<file path="config.mk">
export PLATFORM = sky130hd
export DESIGN_NAME = silence_gap_run_detector
export DESIGN_NICKNAME = d
export VERILOG_FILES = /design/src/rtl/sgrd_pkg.sv /design/src/rtl/sgrd_cfg.sv /design/src/rtl/sgrd_run.sv /design/src/rtl/sgrd_div.sv /design/src/rtl/silence_gap_run_detector.sv
export SDC_FILE = /design/constraint.sdc
export NUM_CORES = 1
export LEC_CHECK = 0
export ABC_CLOCK_PERIOD_IN_PS = 10660
export BUFFER_PORTS_ARGS = -buffer_cell sky130_fd_sc_hd__buf_4
export CAP_MARGIN = 30
export CELL_PAD_IN_SITES_DETAIL_PLACEMENT = 1
export CELL_PAD_IN_SITES_GLOBAL_PLACEMENT = 1
export CORE_AREA = 3 3 207 361
export CTS_CLUSTER_DIAMETER = 200
export CTS_CLUSTER_SIZE = 8
export DETAILED_ROUTE_END_ITERATION = 10
export DIE_AREA = 0 0 210 364
export MAX_ROUTING_LAYER = met4
export PLACE_DENSITY_LB_ADDON = 0.1
export SETUP_SLACK_MARGIN = 0.15
export SYNTH_ARGS = -nofsm -noshare
export SYNTH_HDL_FRONTEND = slang
export SYNTH_SLANG_ARGS = --single-unit
</file>
<file path="constraint.sdc">
create_clock -name clk_i -period 10.66 [get_ports clk_i]
set_clock_uncertainty 0.2 [all_clocks]
set_input_delay 1.599 -clock clk_i [delete_from_list [all_inputs] [get_ports clk_i]]
set_output_delay 1.599 -clock clk_i [all_outputs]
set_load 0.005 [all_outputs]
</file>
<file path="src/rtl/sgrd_pkg.sv">
// Shared constants and types for the silence gap run detector.
`default_nettype none

package sgrd_pkg;

  // Default sizing.
  localparam int MaxBucketsDef = 1048576;
  localparam int LevelBitsDef  = 12;
  localparam int IdxWDef       = $clog2(MaxBucketsDef + 1);
  localparam int SumWDef       = LevelBitsDef + IdxWDef;

  // Register reset values.
  localparam int SilentRst  = -1440;
  localparam int LoudRst    = -640;
  localparam int MinRunRst  = 20;
  localparam int LoopEndRst = 0;

  // Configuration port sizing.
  localparam int ApbAddrW = 4;
  localparam int ApbDataW = 32;

  // Register indexes, byte address divided by four.
  typedef enum logic [1:0] {
    REG_SILENT   = 2'd0,
    REG_LOUD     = 2'd1,
    REG_MIN_RUN  = 2'd2,
    REG_LOOP_END = 2'd3
  } reg_idx_e;

  // Top level control states.
  typedef enum logic [0:0] {
    ST_IDLE = 1'b0,
    ST_DIV  = 1'b1
  } ctl_state_e;

endpackage

`default_nettype wire

</file>
<file path="src/rtl/sgrd_cfg.sv">
// Configuration register file behind the APB-style port.
`default_nettype none

module sgrd_cfg #(
  parameter int LVL_W = sgrd_pkg::LevelBitsDef,
  parameter int IDX_W = sgrd_pkg::IdxWDef
) (
  input  wire logic                          clk_i,
  input  wire logic                          rst_ni,
  input  wire logic                          psel_i,
  input  wire logic                          penable_i,
  input  wire logic                          pwrite_i,
  input  wire logic [sgrd_pkg::ApbAddrW-1:0] paddr_i,
  input  wire logic [sgrd_pkg::ApbDataW-1:0] pwdata_i,
  output logic      [sgrd_pkg::ApbDataW-1:0] prdata_o,
  output logic                               pready_o,
  output logic      [LVL_W-1:0]              silent_o,
  output logic      [LVL_W-1:0]              loud_o,
  output logic      [IDX_W-1:0]              min_run_o,
  output logic      [IDX_W-1:0]              loop_end_o
);

  logic [LVL_W-1:0] silent_q;
  logic [LVL_W-1:0] loud_q;
  logic [IDX_W-1:0] min_run_q;
  logic [IDX_W-1:0] loop_end_q;
  logic             wr_en;
  sgrd_pkg::reg_idx_e reg_sel;

  assign pready_o = 1'b1;
  assign wr_en    = psel_i & penable_i & pwrite_i;
  assign reg_sel  = sgrd_pkg::reg_idx_e'(paddr_i[3:2]);

  // Register writes on the access phase.
  always_ff @(posedge clk_i or negedge rst_ni) begin
    if (!rst_ni) begin
      silent_q   <= LVL_W'(sgrd_pkg::SilentRst);
      loud_q     <= LVL_W'(sgrd_pkg::LoudRst);
      min_run_q  <= IDX_W'(sgrd_pkg::MinRunRst);
      loop_end_q <= IDX_W'(sgrd_pkg::LoopEndRst);
    end else if (wr_en) begin
      case (reg_sel)
        sgrd_pkg::REG_SILENT:   silent_q   <= pwdata_i[LVL_W-1:0];
        sgrd_pkg::REG_LOUD:     loud_q     <= pwdata_i[LVL_W-1:0];
        sgrd_pkg::REG_MIN_RUN:  min_run_q  <= pwdata_i[IDX_W-1:0];
        sgrd_pkg::REG_LOOP_END: loop_end_q <= pwdata_i[IDX_W-1:0];
        default: ;
      endcase
    end
  end

  // Read back; level thresholds are sign extended.
  always_comb begin
    case (reg_sel)
      sgrd_pkg::REG_SILENT:
        prdata_o = {{(sgrd_pkg::ApbDataW-LVL_W){silent_q[LVL_W-1]}}, silent_q};
      sgrd_pkg::REG_LOUD:
        prdata_o = {{(sgrd_pkg::ApbDataW-LVL_W){loud_q[LVL_W-1]}}, loud_q};
      sgrd_pkg::REG_MIN_RUN:  prdata_o = sgrd_pkg::ApbDataW'(min_run_q);
      sgrd_pkg::REG_LOOP_END: prdata_o = sgrd_pkg::ApbDataW'(loop_end_q);
      default:                prdata_o = '0;
    endcase
  end

  assign silent_o   = silent_q;
  assign loud_o     = loud_q;
  assign min_run_o  = min_run_q;
  assign loop_end_o = loop_end_q;

endmodule

`default_nettype wire

</file>
<file path="src/rtl/sgrd_run.sv">
// Run tracker: qualifies buckets, keeps the open run and decides when a run is reported.
`default_nettype none

module sgrd_run #(
  parameter int MAX_BUCKETS = sgrd_pkg::MaxBucketsDef,
  parameter int LVL_W       = sgrd_pkg::LevelBitsDef,
  parameter int IDX_W       = sgrd_pkg::IdxWDef,
  parameter int SUM_W       = sgrd_pkg::SumWDef
) (
  input  wire logic             clk_i,
  input  wire logic             rst_ni,
  input  wire logic             en_i,
  input  wire logic [LVL_W-1:0] built_i,
  input  wire logic [LVL_W-1:0] game_i,
  input  wire logic             last_i,
  input  wire logic [LVL_W-1:0] silent_i,
  input  wire logic [LVL_W-1:0] loud_i,
  input  wire logic [IDX_W-1:0] min_run_i,
  input  wire logic [IDX_W-1:0] loop_end_i,
  output logic                  report_o,
  output logic      [IDX_W-1:0] start_o,
  output logic      [IDX_W-1:0] end_o,
  output logic      [SUM_W-1:0] sum_o,
  output logic      [IDX_W-1:0] len_o
);

  logic [IDX_W-1:0] idx_q, idx_d;
  logic             in_run_q, in_run_d;
  logic [IDX_W-1:0] begin_q, begin_d;
  logic [SUM_W-1:0] sum_q, sum_d;

  logic             room;
  logic             qual;
  logic             closing;
  logic [IDX_W-1:0] begin_eff;
  logic [SUM_W-1:0] sum_eff;
  logic [SUM_W-1:0] close_sum;
  logic [IDX_W-1:0] stop;
  logic [IDX_W-1:0] len;
  logic             empty_run;
  logic             too_short;
  logic             loop_on;
  logic             loop_drop;

  // Bucket qualification; past the index limit nothing qualifies.
  assign room = idx_q < IDX_W'(MAX_BUCKETS);
  assign qual = room && ($signed(built_i) <= $signed(silent_i))
                     && ($signed(game_i) >= $signed(loud_i));

  // Open run as it stands with this bucket included.
  assign begin_eff = in_run_q ? begin_q : idx_q;
  assign sum_eff   = (in_run_q ? sum_q : '0) + {{(SUM_W-LVL_W){game_i[LVL_W-1]}}, game_i};
  assign closing   = qual ? last_i : in_run_q;
  assign close_sum = qual ? sum_eff : sum_q;
  assign stop      = qual ? idx_q + IDX_W'(1) : idx_q;

  // Report filters: length, minimum run and loop end.
  assign len       = stop - begin_eff;
  assign empty_run = stop <= begin_eff;
  assign too_short = len < min_run_i;
  assign loop_on   = loop_end_i != '0;
  assign loop_drop = loop_on && (begin_eff >= loop_end_i);

  assign report_o = en_i && closing && !empty_run && !too_short && !loop_drop;
  assign start_o  = begin_eff;
  assign end_o    = (loop_on && (stop > loop_end_i)) ? loop_end_i : stop;
  assign sum_o    = close_sum;
  assign len_o    = len;

  // Next run state.
  always_comb begin
    idx_d    = idx_q;
    in_run_d = in_run_q;
    begin_d  = begin_q;
    sum_d    = sum_q;
    if (en_i) begin
      if (last_i) begin
        idx_d = '0;
      end else if (room) begin
        idx_d = idx_q + IDX_W'(1);
      end
      if (qual && !last_i) begin
        in_run_d = 1'b1;
        begin_d  = begin_eff;
        sum_d    = sum_eff;
      end else begin
        in_run_d = 1'b0;
        begin_d  = '0;
        sum_d    = '0;
      end
    end
  end

  always_ff @(posedge clk_i or negedge rst_ni) begin
    if (!rst_ni) begin
      idx_q    <= '0;
      in_run_q <= 1'b0;
      begin_q  <= '0;
      sum_q    <= '0;
    end else begin
      idx_q    <= idx_d;
      in_run_q <= in_run_d;
      begin_q  <= begin_d;
      sum_q    <= sum_d;
    end
  end

endmodule

`default_nettype wire

</file>
<file path="src/rtl/sgrd_div.sv">
// Bit-serial restoring divider forming the truncated run mean, one quotient bit per cycle.
`default_nettype none

module sgrd_div #(
  parameter int LVL_W = sgrd_pkg::LevelBitsDef,
  parameter int IDX_W = sgrd_pkg::IdxWDef,
  parameter int SUM_W = sgrd_pkg::SumWDef
) (
  input  wire logic             clk_i,
  input  wire logic             rst_ni,
  input  wire logic             start_i,
  input  wire logic             ack_i,
  input  wire logic [SUM_W-1:0] dividend_i,
  input  wire logic [IDX_W-1:0] divisor_i,
  output logic                  done_o,
  output logic      [LVL_W-1:0] mean_o
);

  localparam int CNT_W = $clog2(SUM_W + 1);

  logic             busy_q;
  logic             done_q;
  logic [CNT_W-1:0] cnt_q;
  logic [IDX_W-1:0] rem_q;
  logic [IDX_W-1:0] dvs_q;
  logic [SUM_W-1:0] dvd_q;
  logic [LVL_W-1:0] quo_q;
  logic             neg_q;

  logic [SUM_W-1:0] dvd_abs;
  logic [IDX_W:0]   trial;
  logic [IDX_W-1:0] diff;
  logic             fits;

  assign dvd_abs = dividend_i[SUM_W-1] ? (~dividend_i + SUM_W'(1)) : dividend_i;

  // One restoring step: bring down the next dividend bit and try the subtract.
  assign trial = {rem_q, dvd_q[SUM_W-1]};
  assign diff  = trial[IDX_W-1:0] - dvs_q;
  assign fits  = trial >= {1'b0, dvs_q};

  // Control of the iteration.
  always_ff @(posedge clk_i or negedge rst_ni) begin
    if (!rst_ni) begin
      busy_q <= 1'b0;
      done_q <= 1'b0;
      cnt_q  <= '0;
    end else if (start_i) begin
      busy_q <= 1'b1;
      done_q <= 1'b0;
      cnt_q  <= '0;
    end else if (busy_q) begin
      cnt_q <= cnt_q + CNT_W'(1);
      if (cnt_q == CNT_W'(SUM_W - 1)) begin
        busy_q <= 1'b0;
        done_q <= 1'b1;
      end
    end else if (ack_i) begin
      done_q <= 1'b0;
    end
  end

  // Datapath shift registers.
  always_ff @(posedge clk_i) begin
    if (start_i) begin
      dvd_q <= dvd_abs;
      dvs_q <= divisor_i;
      neg_q <= dividend_i[SUM_W-1];
      rem_q <= '0;
      quo_q <= '0;
    end else if (busy_q) begin
      dvd_q <= {dvd_q[SUM_W-2:0], 1'b0};
      rem_q <= fits ? diff : trial[IDX_W-1:0];
      quo_q <= {quo_q[LVL_W-2:0], fits};
    end
  end

  assign done_o = done_q;
  assign mean_o = neg_q ? (~quo_q + LVL_W'(1)) : quo_q;

endmodule

`default_nettype wire

</file>
<file path="src/rtl/silence_gap_run_detector.sv">
// Top level: finds silent runs in paired envelope buckets and reports start, end and mean level.
// A bucket that closes a reported run has its mean formed by the bit-serial mean divider, and
// the result is then moved into the output register once that register is free.
// A bucket that reports nothing does not hold the input; a reporting bucket holds the input
// until its mean is handed to the output register, and longer while the output is stalled.
// Reset: asynchronous, active low; registers return to their reset values and the bucket
// index and open run are cleared. No clearing pass is needed.
`default_nettype none

module silence_gap_run_detector #(
  parameter int MAX_BUCKETS = sgrd_pkg::MaxBucketsDef,
  parameter int LEVEL_BITS  = sgrd_pkg::LevelBitsDef,
  localparam int IDX_W = $clog2(MAX_BUCKETS + 1),
  localparam int LVL_W = LEVEL_BITS,
  localparam int SUM_W = LVL_W + IDX_W,
  localparam int IN_W  = ((2 * LVL_W + 7) / 8) * 8,
  localparam int OUT_W = ((2 * IDX_W + LVL_W + 7) / 8) * 8
) (
  input  wire logic                          clk_i,
  input  wire logic                          rst_ni,
  // Bucket stream; tdata: built_level, game_level. tlast: last_bucket.
  input  wire logic                          s_axis_tvalid_i,
  output logic                               s_axis_tready_o,
  input  wire logic [IN_W-1:0]               s_axis_tdata_i,
  input  wire logic                          s_axis_tlast_i,
  // Gap stream; tdata: gap_start, gap_end, gap_mean_level.
  output logic                               m_axis_tvalid_o,
  input  wire logic                          m_axis_tready_i,
  output logic      [OUT_W-1:0]              m_axis_tdata_o,
  // Configuration port.
  input  wire logic                          psel_i,
  input  wire logic                          penable_i,
  input  wire logic                          pwrite_i,
  input  wire logic [sgrd_pkg::ApbAddrW-1:0] paddr_i,
  input  wire logic [sgrd_pkg::ApbDataW-1:0] pwdata_i,
  output logic      [sgrd_pkg::ApbDataW-1:0] prdata_o,
  output logic                               pready_o
);

  sgrd_pkg::ctl_state_e state_q, state_d;

  logic [LVL_W-1:0] silent;
  logic [LVL_W-1:0] loud;
  logic [IDX_W-1:0] min_run;
  logic [IDX_W-1:0] loop_end;

  logic             in_beat;
  logic             report;
  logic [IDX_W-1:0] run_start;
  logic [IDX_W-1:0] run_end;
  logic [SUM_W-1:0] run_sum;
  logic [IDX_W-1:0] run_len;
  logic             div_start;
  logic             div_done;
  logic [LVL_W-1:0] div_mean;
  logic             ack;

  logic [IDX_W-1:0] hold_start_q;
  logic [IDX_W-1:0] hold_end_q;
  logic             out_valid_q, out_valid_d;
  logic [IDX_W-1:0] out_start_q;
  logic [IDX_W-1:0] out_end_q;
  logic [LVL_W-1:0] out_mean_q;

  sgrd_cfg #(
    .LVL_W (LVL_W),
    .IDX_W (IDX_W)
  ) u_cfg (
    .clk_i      (clk_i),
    .rst_ni     (rst_ni),
    .psel_i     (psel_i),
    .penable_i  (penable_i),
    .pwrite_i   (pwrite_i),
    .paddr_i    (paddr_i),
    .pwdata_i   (pwdata_i),
    .prdata_o   (prdata_o),
    .pready_o   (pready_o),
    .silent_o   (silent),
    .loud_o     (loud),
    .min_run_o  (min_run),
    .loop_end_o (loop_end)
  );

  assign in_beat = s_axis_tvalid_i & s_axis_tready_o;

  sgrd_run #(
    .MAX_BUCKETS (MAX_BUCKETS),
    .LVL_W       (LVL_W),
    .IDX_W       (IDX_W),
    .SUM_W       (SUM_W)
  ) u_run (
    .clk_i      (clk_i),
    .rst_ni     (rst_ni),
    .en_i       (in_beat),
    .built_i    (s_axis_tdata_i[LVL_W-1:0]),
    .game_i     (s_axis_tdata_i[2*LVL_W-1:LVL_W]),
    .last_i     (s_axis_tlast_i),
    .silent_i   (silent),
    .loud_i     (loud),
    .min_run_i  (min_run),
    .loop_end_i (loop_end),
    .report_o   (report),
    .start_o    (run_start),
    .end_o      (run_end),
    .sum_o      (run_sum),
    .len_o      (run_len)
  );

  assign div_start = in_beat & report;

  sgrd_div #(
    .LVL_W (LVL_W),
    .IDX_W (IDX_W),
    .SUM_W (SUM_W)
  ) u_div (
    .clk_i      (clk_i),
    .rst_ni     (rst_ni),
    .start_i    (div_start),
    .ack_i      (ack),
    .dividend_i (run_sum),
    .divisor_i  (run_len),
    .done_o     (div_done),
    .mean_o     (div_mean)
  );

  // Next state.
  always_comb begin
    state_d = state_q;
    case (state_q)
      sgrd_pkg::ST_IDLE: if (div_start) state_d = sgrd_pkg::ST_DIV;
      sgrd_pkg::ST_DIV:  if (ack) state_d = sgrd_pkg::ST_IDLE;
      default:           state_d = sgrd_pkg::ST_IDLE;
    endcase
  end

  // State outputs: input ready, and handoff of the mean into the output register.
  always_comb begin
    s_axis_tready_o = 1'b0;
    ack             = 1'b0;
    case (state_q)
      sgrd_pkg::ST_IDLE: s_axis_tready_o = 1'b1;
      sgrd_pkg::ST_DIV:  ack = div_done & (~out_valid_q | m_axis_tready_i);
      default: ;
    endcase
  end

  always_ff @(posedge clk_i or negedge rst_ni) begin
    if (!rst_ni) begin
      state_q <= sgrd_pkg::ST_IDLE;
    end else begin
      state_q <= state_d;
    end
  end

  // Run bounds wait here while the mean is formed.
  always_ff @(posedge clk_i) begin
    if (div_start) begin
      hold_start_q <= run_start;
      hold_end_q   <= run_end;
    end
  end

  // Output register.
  always_comb begin
    out_valid_d = out_valid_q;
    if (ack) begin
      out_valid_d = 1'b1;
    end else if (m_axis_tready_i) begin
      out_valid_d = 1'b0;
    end
  end

  always_ff @(posedge clk_i or negedge rst_ni) begin
    if (!rst_ni) begin
      out_valid_q <= 1'b0;
    end else begin
      out_valid_q <= out_valid_d;
    end
  end

  always_ff @(posedge clk_i) begin
    if (ack) begin
      out_start_q <= hold_start_q;
      out_end_q   <= hold_end_q;
      out_mean_q  <= div_mean;
    end
  end

  assign m_axis_tvalid_o = out_valid_q;
  assign m_axis_tdata_o  = OUT_W'({out_mean_q, out_end_q, out_start_q});

  // A freshly started division is never reported as finished in the next cycle.
  a_div_not_instant: assert property (@(posedge clk_i) disable iff (!rst_ni)
    div_start |=> (state_q == sgrd_pkg::ST_DIV) && !div_done)
    else $error("divider finished right after start");

  // A finished mean only exists while a result is pending.
  a_done_in_div: assert property (@(posedge clk_i) disable iff (!rst_ni)
    div_done |-> state_q == sgrd_pkg::ST_DIV)
    else $error("divider done outside of the divide state");

  // A new result appears only from a completed division.
  a_valid_from_div: assert property (@(posedge clk_i) disable iff (!rst_ni)
    $rose(m_axis_tvalid_o) |-> $past(state_q) == sgrd_pkg::ST_DIV && $past(div_done))
    else $error("result raised without a finished division");

  // A stalled output keeps the pending result waiting in the divider.
  a_stall_holds: assert property (@(posedge clk_i) disable iff (!rst_ni)
    (m_axis_tvalid_o && !m_axis_tready_i && state_q == sgrd_pkg::ST_DIV && div_done)
      |=> state_q == sgrd_pkg::ST_DIV && div_done)
    else $error("pending result lost under output stall");

endmodule

`default_nettype wire

</file>
After elaboration in Yosys (flattened, before gate mapping)
Index checks and enable logic that the tools add are counted.
Widths: inputs -> output; s select.
{ "classes": {"n_reduce_logical": 25, "n_addsub": 7, "n_lt_le_gt_ge": 8, "eq_ne": 5, "muxes": 33, "bitwise_logic": 10} }
{ "op_table": {"columns": ["operator", "n"], "rows": [
  ["$mux 33", 6],
  ["$mux 21", 7],
  ["$pmux 32 s4", 1],
  ["$sub 21x21->21", 2],
  ["$add 33x1->33 const B", 1],
  ["$add 33x33->33", 1],
  ["$not 33->33", 1],
  ["$ge 22x21->1", 1],
  ["$add 21x1->21 const B", 1],
  ["$ge 21x21->1", 1],
  ["$gt 21x21->1", 1],
  ["$le 21x21->1", 1],
  ["$lt 21x21->1", 1],
  ["$lt 21x21->1 const B", 1],
  ["$reduce_bool 21->1", 1],
  ["$mux 1", 15],
  ["$add 12x1->12 const B", 1],
  ["$ge 12x12->1", 1],
  ["$le 12x12->1", 1],
  ["$mux 12", 1],
  ["$mux 6", 2],
  ["$not 12->12", 1],
  ["$reduce_and 2->1", 6],
  ["$logic_and 1x1->1", 9],
  ["other kinds (13)", 24]
]} }
{ "word_totals": {"register_bits": 336} }

Depth between registers and ports, before layout
{ "logic_depth": {"word_depth": 12, "depth_mapped": 37, "mapped_depth_nobuf": 32} }

Modules after synthesis
Synthesis repeated with hierarchy kept, for this count alone.
{ "unflattened": {"hier_cells": 2058, "hier_area_um2": 21110.2} }
{ "by_module_without_submodules": {"columns": ["mod", "area_each_um2", "n_inst", "seq_area_each_um2", "cells_per_inst"], "rows": [
  ["sgrd_run", 9201.3, 1, 1901.8, 1152],
  ["sgrd_div", 5721.7, 1, 2512.4, 601],
  ["sgrd_cfg", 3178.0, 1, 1664.1, 195],
  ["silence_gap_run_detector", 3009.1, 1, 2932.8, 110]
]} }

Worst setup path before layout
Ideal clock, no wire load.
{ "synth_timing": {"path_kind": "input to register", "from": "in s_axis_tdata_i[9]", "to": "reg hold_end_q[0], enable pin", "path_stages": 29, "slack_ns": 1.658, "n_path_buf": 6, "t_arrival_ns": 8.406, "cell_sequence": "ha_1 -> a21o_1 -> a2111oi_2 -> nand3_2 -> a21oi_2 -> buf_2 -> clkbuf_1 -> buf_2 -> clkbuf_1 -> xnor2_1 -> ha_1 -> inv_1 -> a211oi_1 -> o22ai_1 -> a41oi_2 -> o21ai_1 -> a311oi_2 -> nor2_1 -> o311a_1 -> ha_1 -> a211o_1 -> a211oi_1 -> nand2_1 -> a31oi_1 -> a211oi_1 -> nand4_1 -> a211oi_2 -> buf_4 -> buf_2"} }
{ "synth_between": {"elab_chain_cells": 10, "elab_cells_between_ends": 15, "cone_classes": "1 x add/sub; 3 x order compare; 2 x mux; 1 x bitwise; 8 x reduce/logical"} }
{ "synth_rtl": {"columns": ["element", "line_no", "source"], "rows": [
  ["from (decl)", "silence_gap_run_detector.sv:24", "input wire logic [IN_W-1:0] s_axis_tdata_i,"],
  ["$le 12x12->1", "sgrd_run.sv:47", "assign qual = room && ($signed(built_i) <= $signed(silent_i))"],
  ["$logic_and 1x1->1", "sgrd_run.sv:47", null],
  ["$logic_and 1x1->1", "sgrd_run.sv:48", "&& ($signed(game_i) >= $signed(loud_i));"],
  ["$mux 21", "sgrd_run.sv:55", "assign stop = qual ? idx_q + IDX_W'(1) : idx_q;"],
  ["$sub 21x21->21", "sgrd_run.sv:58", "assign len = stop - begin_eff;"],
  ["via run_len[19]", "silence_gap_run_detector.sv:52", "logic [IDX_W-1:0] run_len;"],
  ["$lt 21x21->1", "sgrd_run.sv:60", "assign too_short = len < min_run_i;"],
  ["$logic_not 1->1", "sgrd_run.sv:64", "assign report_o = en_i && closing && !empty_run && !too_short && !loop_drop;"],
  ["$logic_and 1x1->1 (2 in series)", "sgrd_run.sv:64", null],
  ["$and 1x1->1", "silence_gap_run_detector.sv:109", "assign div_start = in_beat & report;"],
  ["via div_start", "silence_gap_run_detector.sv:53", "logic div_start;"],
  ["to (signal assigned)", "silence_gap_run_detector.sv:159", "hold_end_q <= run_end;"],
  ["to (decl)", "silence_gap_run_detector.sv:59", "logic [IDX_W-1:0] hold_end_q;"]
]} }
The timed path passes the listed nets, and every way through them passes these cells.
A chain may end at the register's enable or synchronous reset.

Final worst setup path
{ "layout_timing": {"from": "in s_axis_tdata_i[9]", "to": "reg u_div.dvd_q[28], data pin"} }
{ "layout_between": {"elab_chain_cells": 11, "elab_cells_between_ends": 20, "cone_classes": "2 x add/sub; 3 x order compare; 5 x mux; 2 x bitwise; 8 x reduce/logical"} }
{ "layout_rtl": {"columns": ["element", "line_no", "source"], "rows": [
  ["$le 12x12->1", "sgrd_run.sv:47", null],
  ["$logic_and 1x1->1", "sgrd_run.sv:47", null],
  ["$logic_and 1x1->1", "sgrd_run.sv:48", null],
  ["$mux 21", "sgrd_run.sv:55", null],
  ["$sub 21x21->21", "sgrd_run.sv:58", null],
  ["via run_len[19]", "silence_gap_run_detector.sv:52", null],
  ["$lt 21x21->1", "sgrd_run.sv:60", null],
  ["$logic_not 1->1", "sgrd_run.sv:64", null],
  ["$logic_and 1x1->1 (2 in series)", "sgrd_run.sv:64", null],
  ["$and 1x1->1", "silence_gap_run_detector.sv:109", null],
  ["$mux 33", "sgrd_div.sv:65", "if (start_i) begin"],
  ["to (signal assigned)", "sgrd_div.sv:66", "dvd_q <= dvd_abs;"],
  ["to (signal assigned)", "sgrd_div.sv:72", "dvd_q <= {dvd_q[SUM_W-2:0], 1'b0};"],
  ["to (decl)", "sgrd_div.sv:26", "logic [SUM_W-1:0] dvd_q;"]
]} }
The timed path passes the listed nets, and every way through them passes these cells.

==> metrics.md <==
| Metric | Value |
|---|---|
| Half-perimeter wire length after placement | `57,000 um` |
| Vias per inst | `5.13` |
| Io pins | `159` |
| # fillers | `8,181` |
| Int Pwr | `2.61 mW` |
| Reg2reg start | `u_cfg.silent_o[9]` |
| Vias | `16,700` |
| Die area | `76,400 um2` |
| PwrDens | `152 nW/um2` |
| P_sw | `1.19 mW` |
| WL per Instance | `~22 um` |
| Vias in the first global route | `18,300` |
| HP Class | `reg2reg` |
| Status | `completed` |
| Most common cell in the netlist | `nand2_1` |
| Gate power share | `22.9%` |
| Final worst setup slack | `between 1.5 and 2 ns` |
| Fraction of layout instances using a drive strength above 1 | `14.9%` |
| Hold-fix buffers at CTS | `0` |
| Syn avg cell area | `9.87 um2` |
| Number of port buffers | `142` |
| Arr. time, crit path | `9.04 ns` |
| H-Tree Depth | `2` |
| Tcrit/Tclk final | `83.7%` |
| Routed WL | `72,700 um` |
| Post-synth EDFFs | `151` |
| Area Growth Syn to Fin | `15.9%` |
| Maximum VDD drop | `about 0.12 mV` |
| Commonest cells in the netlist | `198 x nand2_1, 175 x o21ai_0, 163 x ha_1, 151 x edfxtp_1, 150 x nor2_1` |
| Post-Syn Area | `21,500 um2` |
| Initial core utilization | `29.9%` |
| Critical Path Fanout Max | `35` |
| Synth Area in Compound Gates | `between 10% and 20%` |
| Grt peak-use layer | `met2` |
| Synth Instances | `2,180` |
| Final hold violations | `0` |
| Post-synthesis sequential area ratio | `41.9%` |
| # DRC | `0` |
| Crit Path Class | `in2reg` |
| Fmax | `roughly 0.11 GHz` |
| Met3 usage | `1.63%` |
| Largest registers | `u_div.dvd_q x33, u_run.sum_q x33` |
| Post-Synth Simple-Gate Area | `between 10% and 20%` |
| CTS Buf Count | `47` |
| Worst Path Required | `10.78 ns` |
| Slew @ Worst Pin | `a little under 1 ns` |
| Largest net degree at the start of global routing | `105` |
| Clk_lat worst skew | `0.58 ns` |
| Yosys warning count | `0` |
| Core ar. | `72,100 um2` |
| Postcts setup bufs | `0` |
| Final cell count without fillers | `3,259` |
| RSZ-0062 raised after global routing | `no` |
| Max-cap viol count | `0` |
| Die X | `210 um` |
| CP startpoint kind | `primary input` |
| Clk pwr share | `between 30 and 40%` |
| Worst setup path startpoint | `s_axis_tdata_i[9]` |
| Hold_sp | `hold_start_q[7]` |
| CP Capture Type | `register` |
| Count of state elements after synthesis | `between 300 and 400` |
| Top post-synthesis cells by area | `edfxtp_1 21%, dfrtp_1 17%, ha_1 9.5%` |
| Worst path max stage delay | `0.67 ns` |
| Final Max Slew Viols | `0` |
| Cell total after placement | `3,171` |
| DRT Pass-1 Iters | `5` |
| GRT Residual Overflow | `0` |
| Clock root cell | `clkbuf_16` |
| All-layer global routing usage | `19.5%` |
| Met1 usage | `19.0%` |
| Rel. slew slack | `35.2%` |
| Initial antenna violation count | `1` |
| Post-Synth XOR/XNOR Area | `4.92%` |
| # setup viols final | `0` |
| Clock transition at path regs | `around 0.06 ns` |
| CTS Sinks | `336` |
| Final ANT Viol Nets | `0` |
| Placer Congestion | `0.883` |
| Post-CTS Resized | `0` |
| Row count | `130` |
| Synth Flop Type | `edfxtp_1` |
| Dominant cell type by area after synthesis | `edfxtp_1` |
| Top-area cell type share of the netlist area | `21.1%` |
| M2 GR Usage | `between 30% and 40%` |
| Setup TNS | `0 ns` |
| CTS max path bufs | `3` |
| Most frequent CP cell | `ha_1` |
| 1st-iter DRT viols | `581` |
| Die Height | `364 um` |
| Share of flip-flops with an asynchronous set or reset | `45.2%` |
| # nets final | `2,529` |
| Power, Total | `3.80 mW` |
| Unique masters post-synth | `92` |
| Post-synthesis mux area share | `roughly 9%` |
| Place WS | `0.833 ns` |
| Share of power burned in registers | `39.1%` |
| Sw Share | `31.2%` |
| First-pass GRT wire length | `112,000 um` |
| Synth Area in Adders | `9.71%` |
| CTS tree | `done` |
| Combinational family with the most area after synthesis | `compound AO/OA/AOI/OAI gates` |
| CP max-delay cell | `a311oi_2` |
| Final min period | `8.92 ns` |
| Leak Pwr | `10.8 nW` |
power by group through the flow:
stage | clock, mW | combinational, mW | sequential, mW
after global placement | 0 | 0.867 | 1.51
after CTS | 1.50 | 0.893 | 1.49
after global routing | 1.54 | 0.969 | 1.49
after detailed placement | 0 | 0.888 | 1.51
final | 1.44 | 0.869 | 1.49
after floorplan | 0 | 0.560 | 1.47
critical path: cells and delay by family:
family          cells  cell delay, ns
compound gates     13            3.90
simple gates        6            1.18
fa+ha+maj           3            0.99
buf+inv             2            0.58
mux                 1            0.39
xor+xnor            1            0.35
through the flow:
step / hold slack (ns) / area (um2) / utilization, %
global placement: 0.203 / 23500 / 32.6
global route: 0.223 / 25000 / 34.6
detailed placement: 0.206 / 23600 / 32.7
finish: 0.216 / 25000 / 34.6
floorplan: 0.200 / 21500 / -
CTS: 0.218 / 25000 / 34.6
kinds of logic (layout without fill, tap and decap cells):
family	count (synthesis)	in the layout
adders and majority gates	166	166
buffers and inverters	245	398
other	2	4
AOI/OAI and AO/OA	526	526
xor gates and xnor gates	120	120
muxes	167	167
DFF	336	336
and+or+nand+nor	618	618
cell type report:
cell class	instances	area, um2	area share (%)
antenna	1	2.50	0.0100
clock buffer	87	1370	5.49
inverter	140	526	2.11
multi-input combinational	1600	11600	46.3
sequential	336	9010	36.1
tap	924	1160	4.63
timing repair buffer	171	1330	5.33
layer usage:
metal	vias to the layer above	part of all wire [%]
li1	8083	-
met1	8321	36
met2	215	58
met3	111	1.9
met4	0	4.4
met5	-	0
worst paths after layout:
path | endpoint | slack [ns] | cells past startpoint
worst max-delay path | u_div.dvd_q[28] | 1.74 | 26
worst min-delay path | out_start_q[7] | 0.22 | 0
worst max register to register | u_div.dvd_q[28] | 2.30 | 26
worst min register to register | out_start_q[7] | 0.22 | 0
max in group asynchronous | u_div.busy_q | 7.44 | 3
min in group asynchronous | u_cfg.min_run_o[14] | 0.79 | 1
cell usage in the layout (no fill, tap or decap), types with 10 or more instances in the layout:
cell type,synthesis,layout
nand3_1,31,31
a22o_1,21,21
a21o_1,45,45
dfxtp_1,33,33
inv_1,139,138
nor3_1,24,22
a211oi_1,30,30
dfrtp_1,142,140
mux4_2,11,11
mux2_1,26,26
mux2i_1,68,68
and2_1,41,41
nand4_1,27,27
nor2_1,150,150
xor2_1,39,39
dfstp_2,10,10
o21a_1,22,22
o21ai_0,175,174
nand2b_1,27,27
ha_1,163,163
a31oi_1,19,19
nor2b_1,22,22
nand2_1,198,197
buf_4,19,165
xnor2_1,80,80
a21oi_1,95,95
mux2_2,61,61
clkbuf_1,68,38
edfxtp_1,151,151
and3_1,27,27
clkbuf_16,0,49
o31ai_1,15,15
or3_1,19,18
Note: power is estimated with default switching activity, not from simulation.
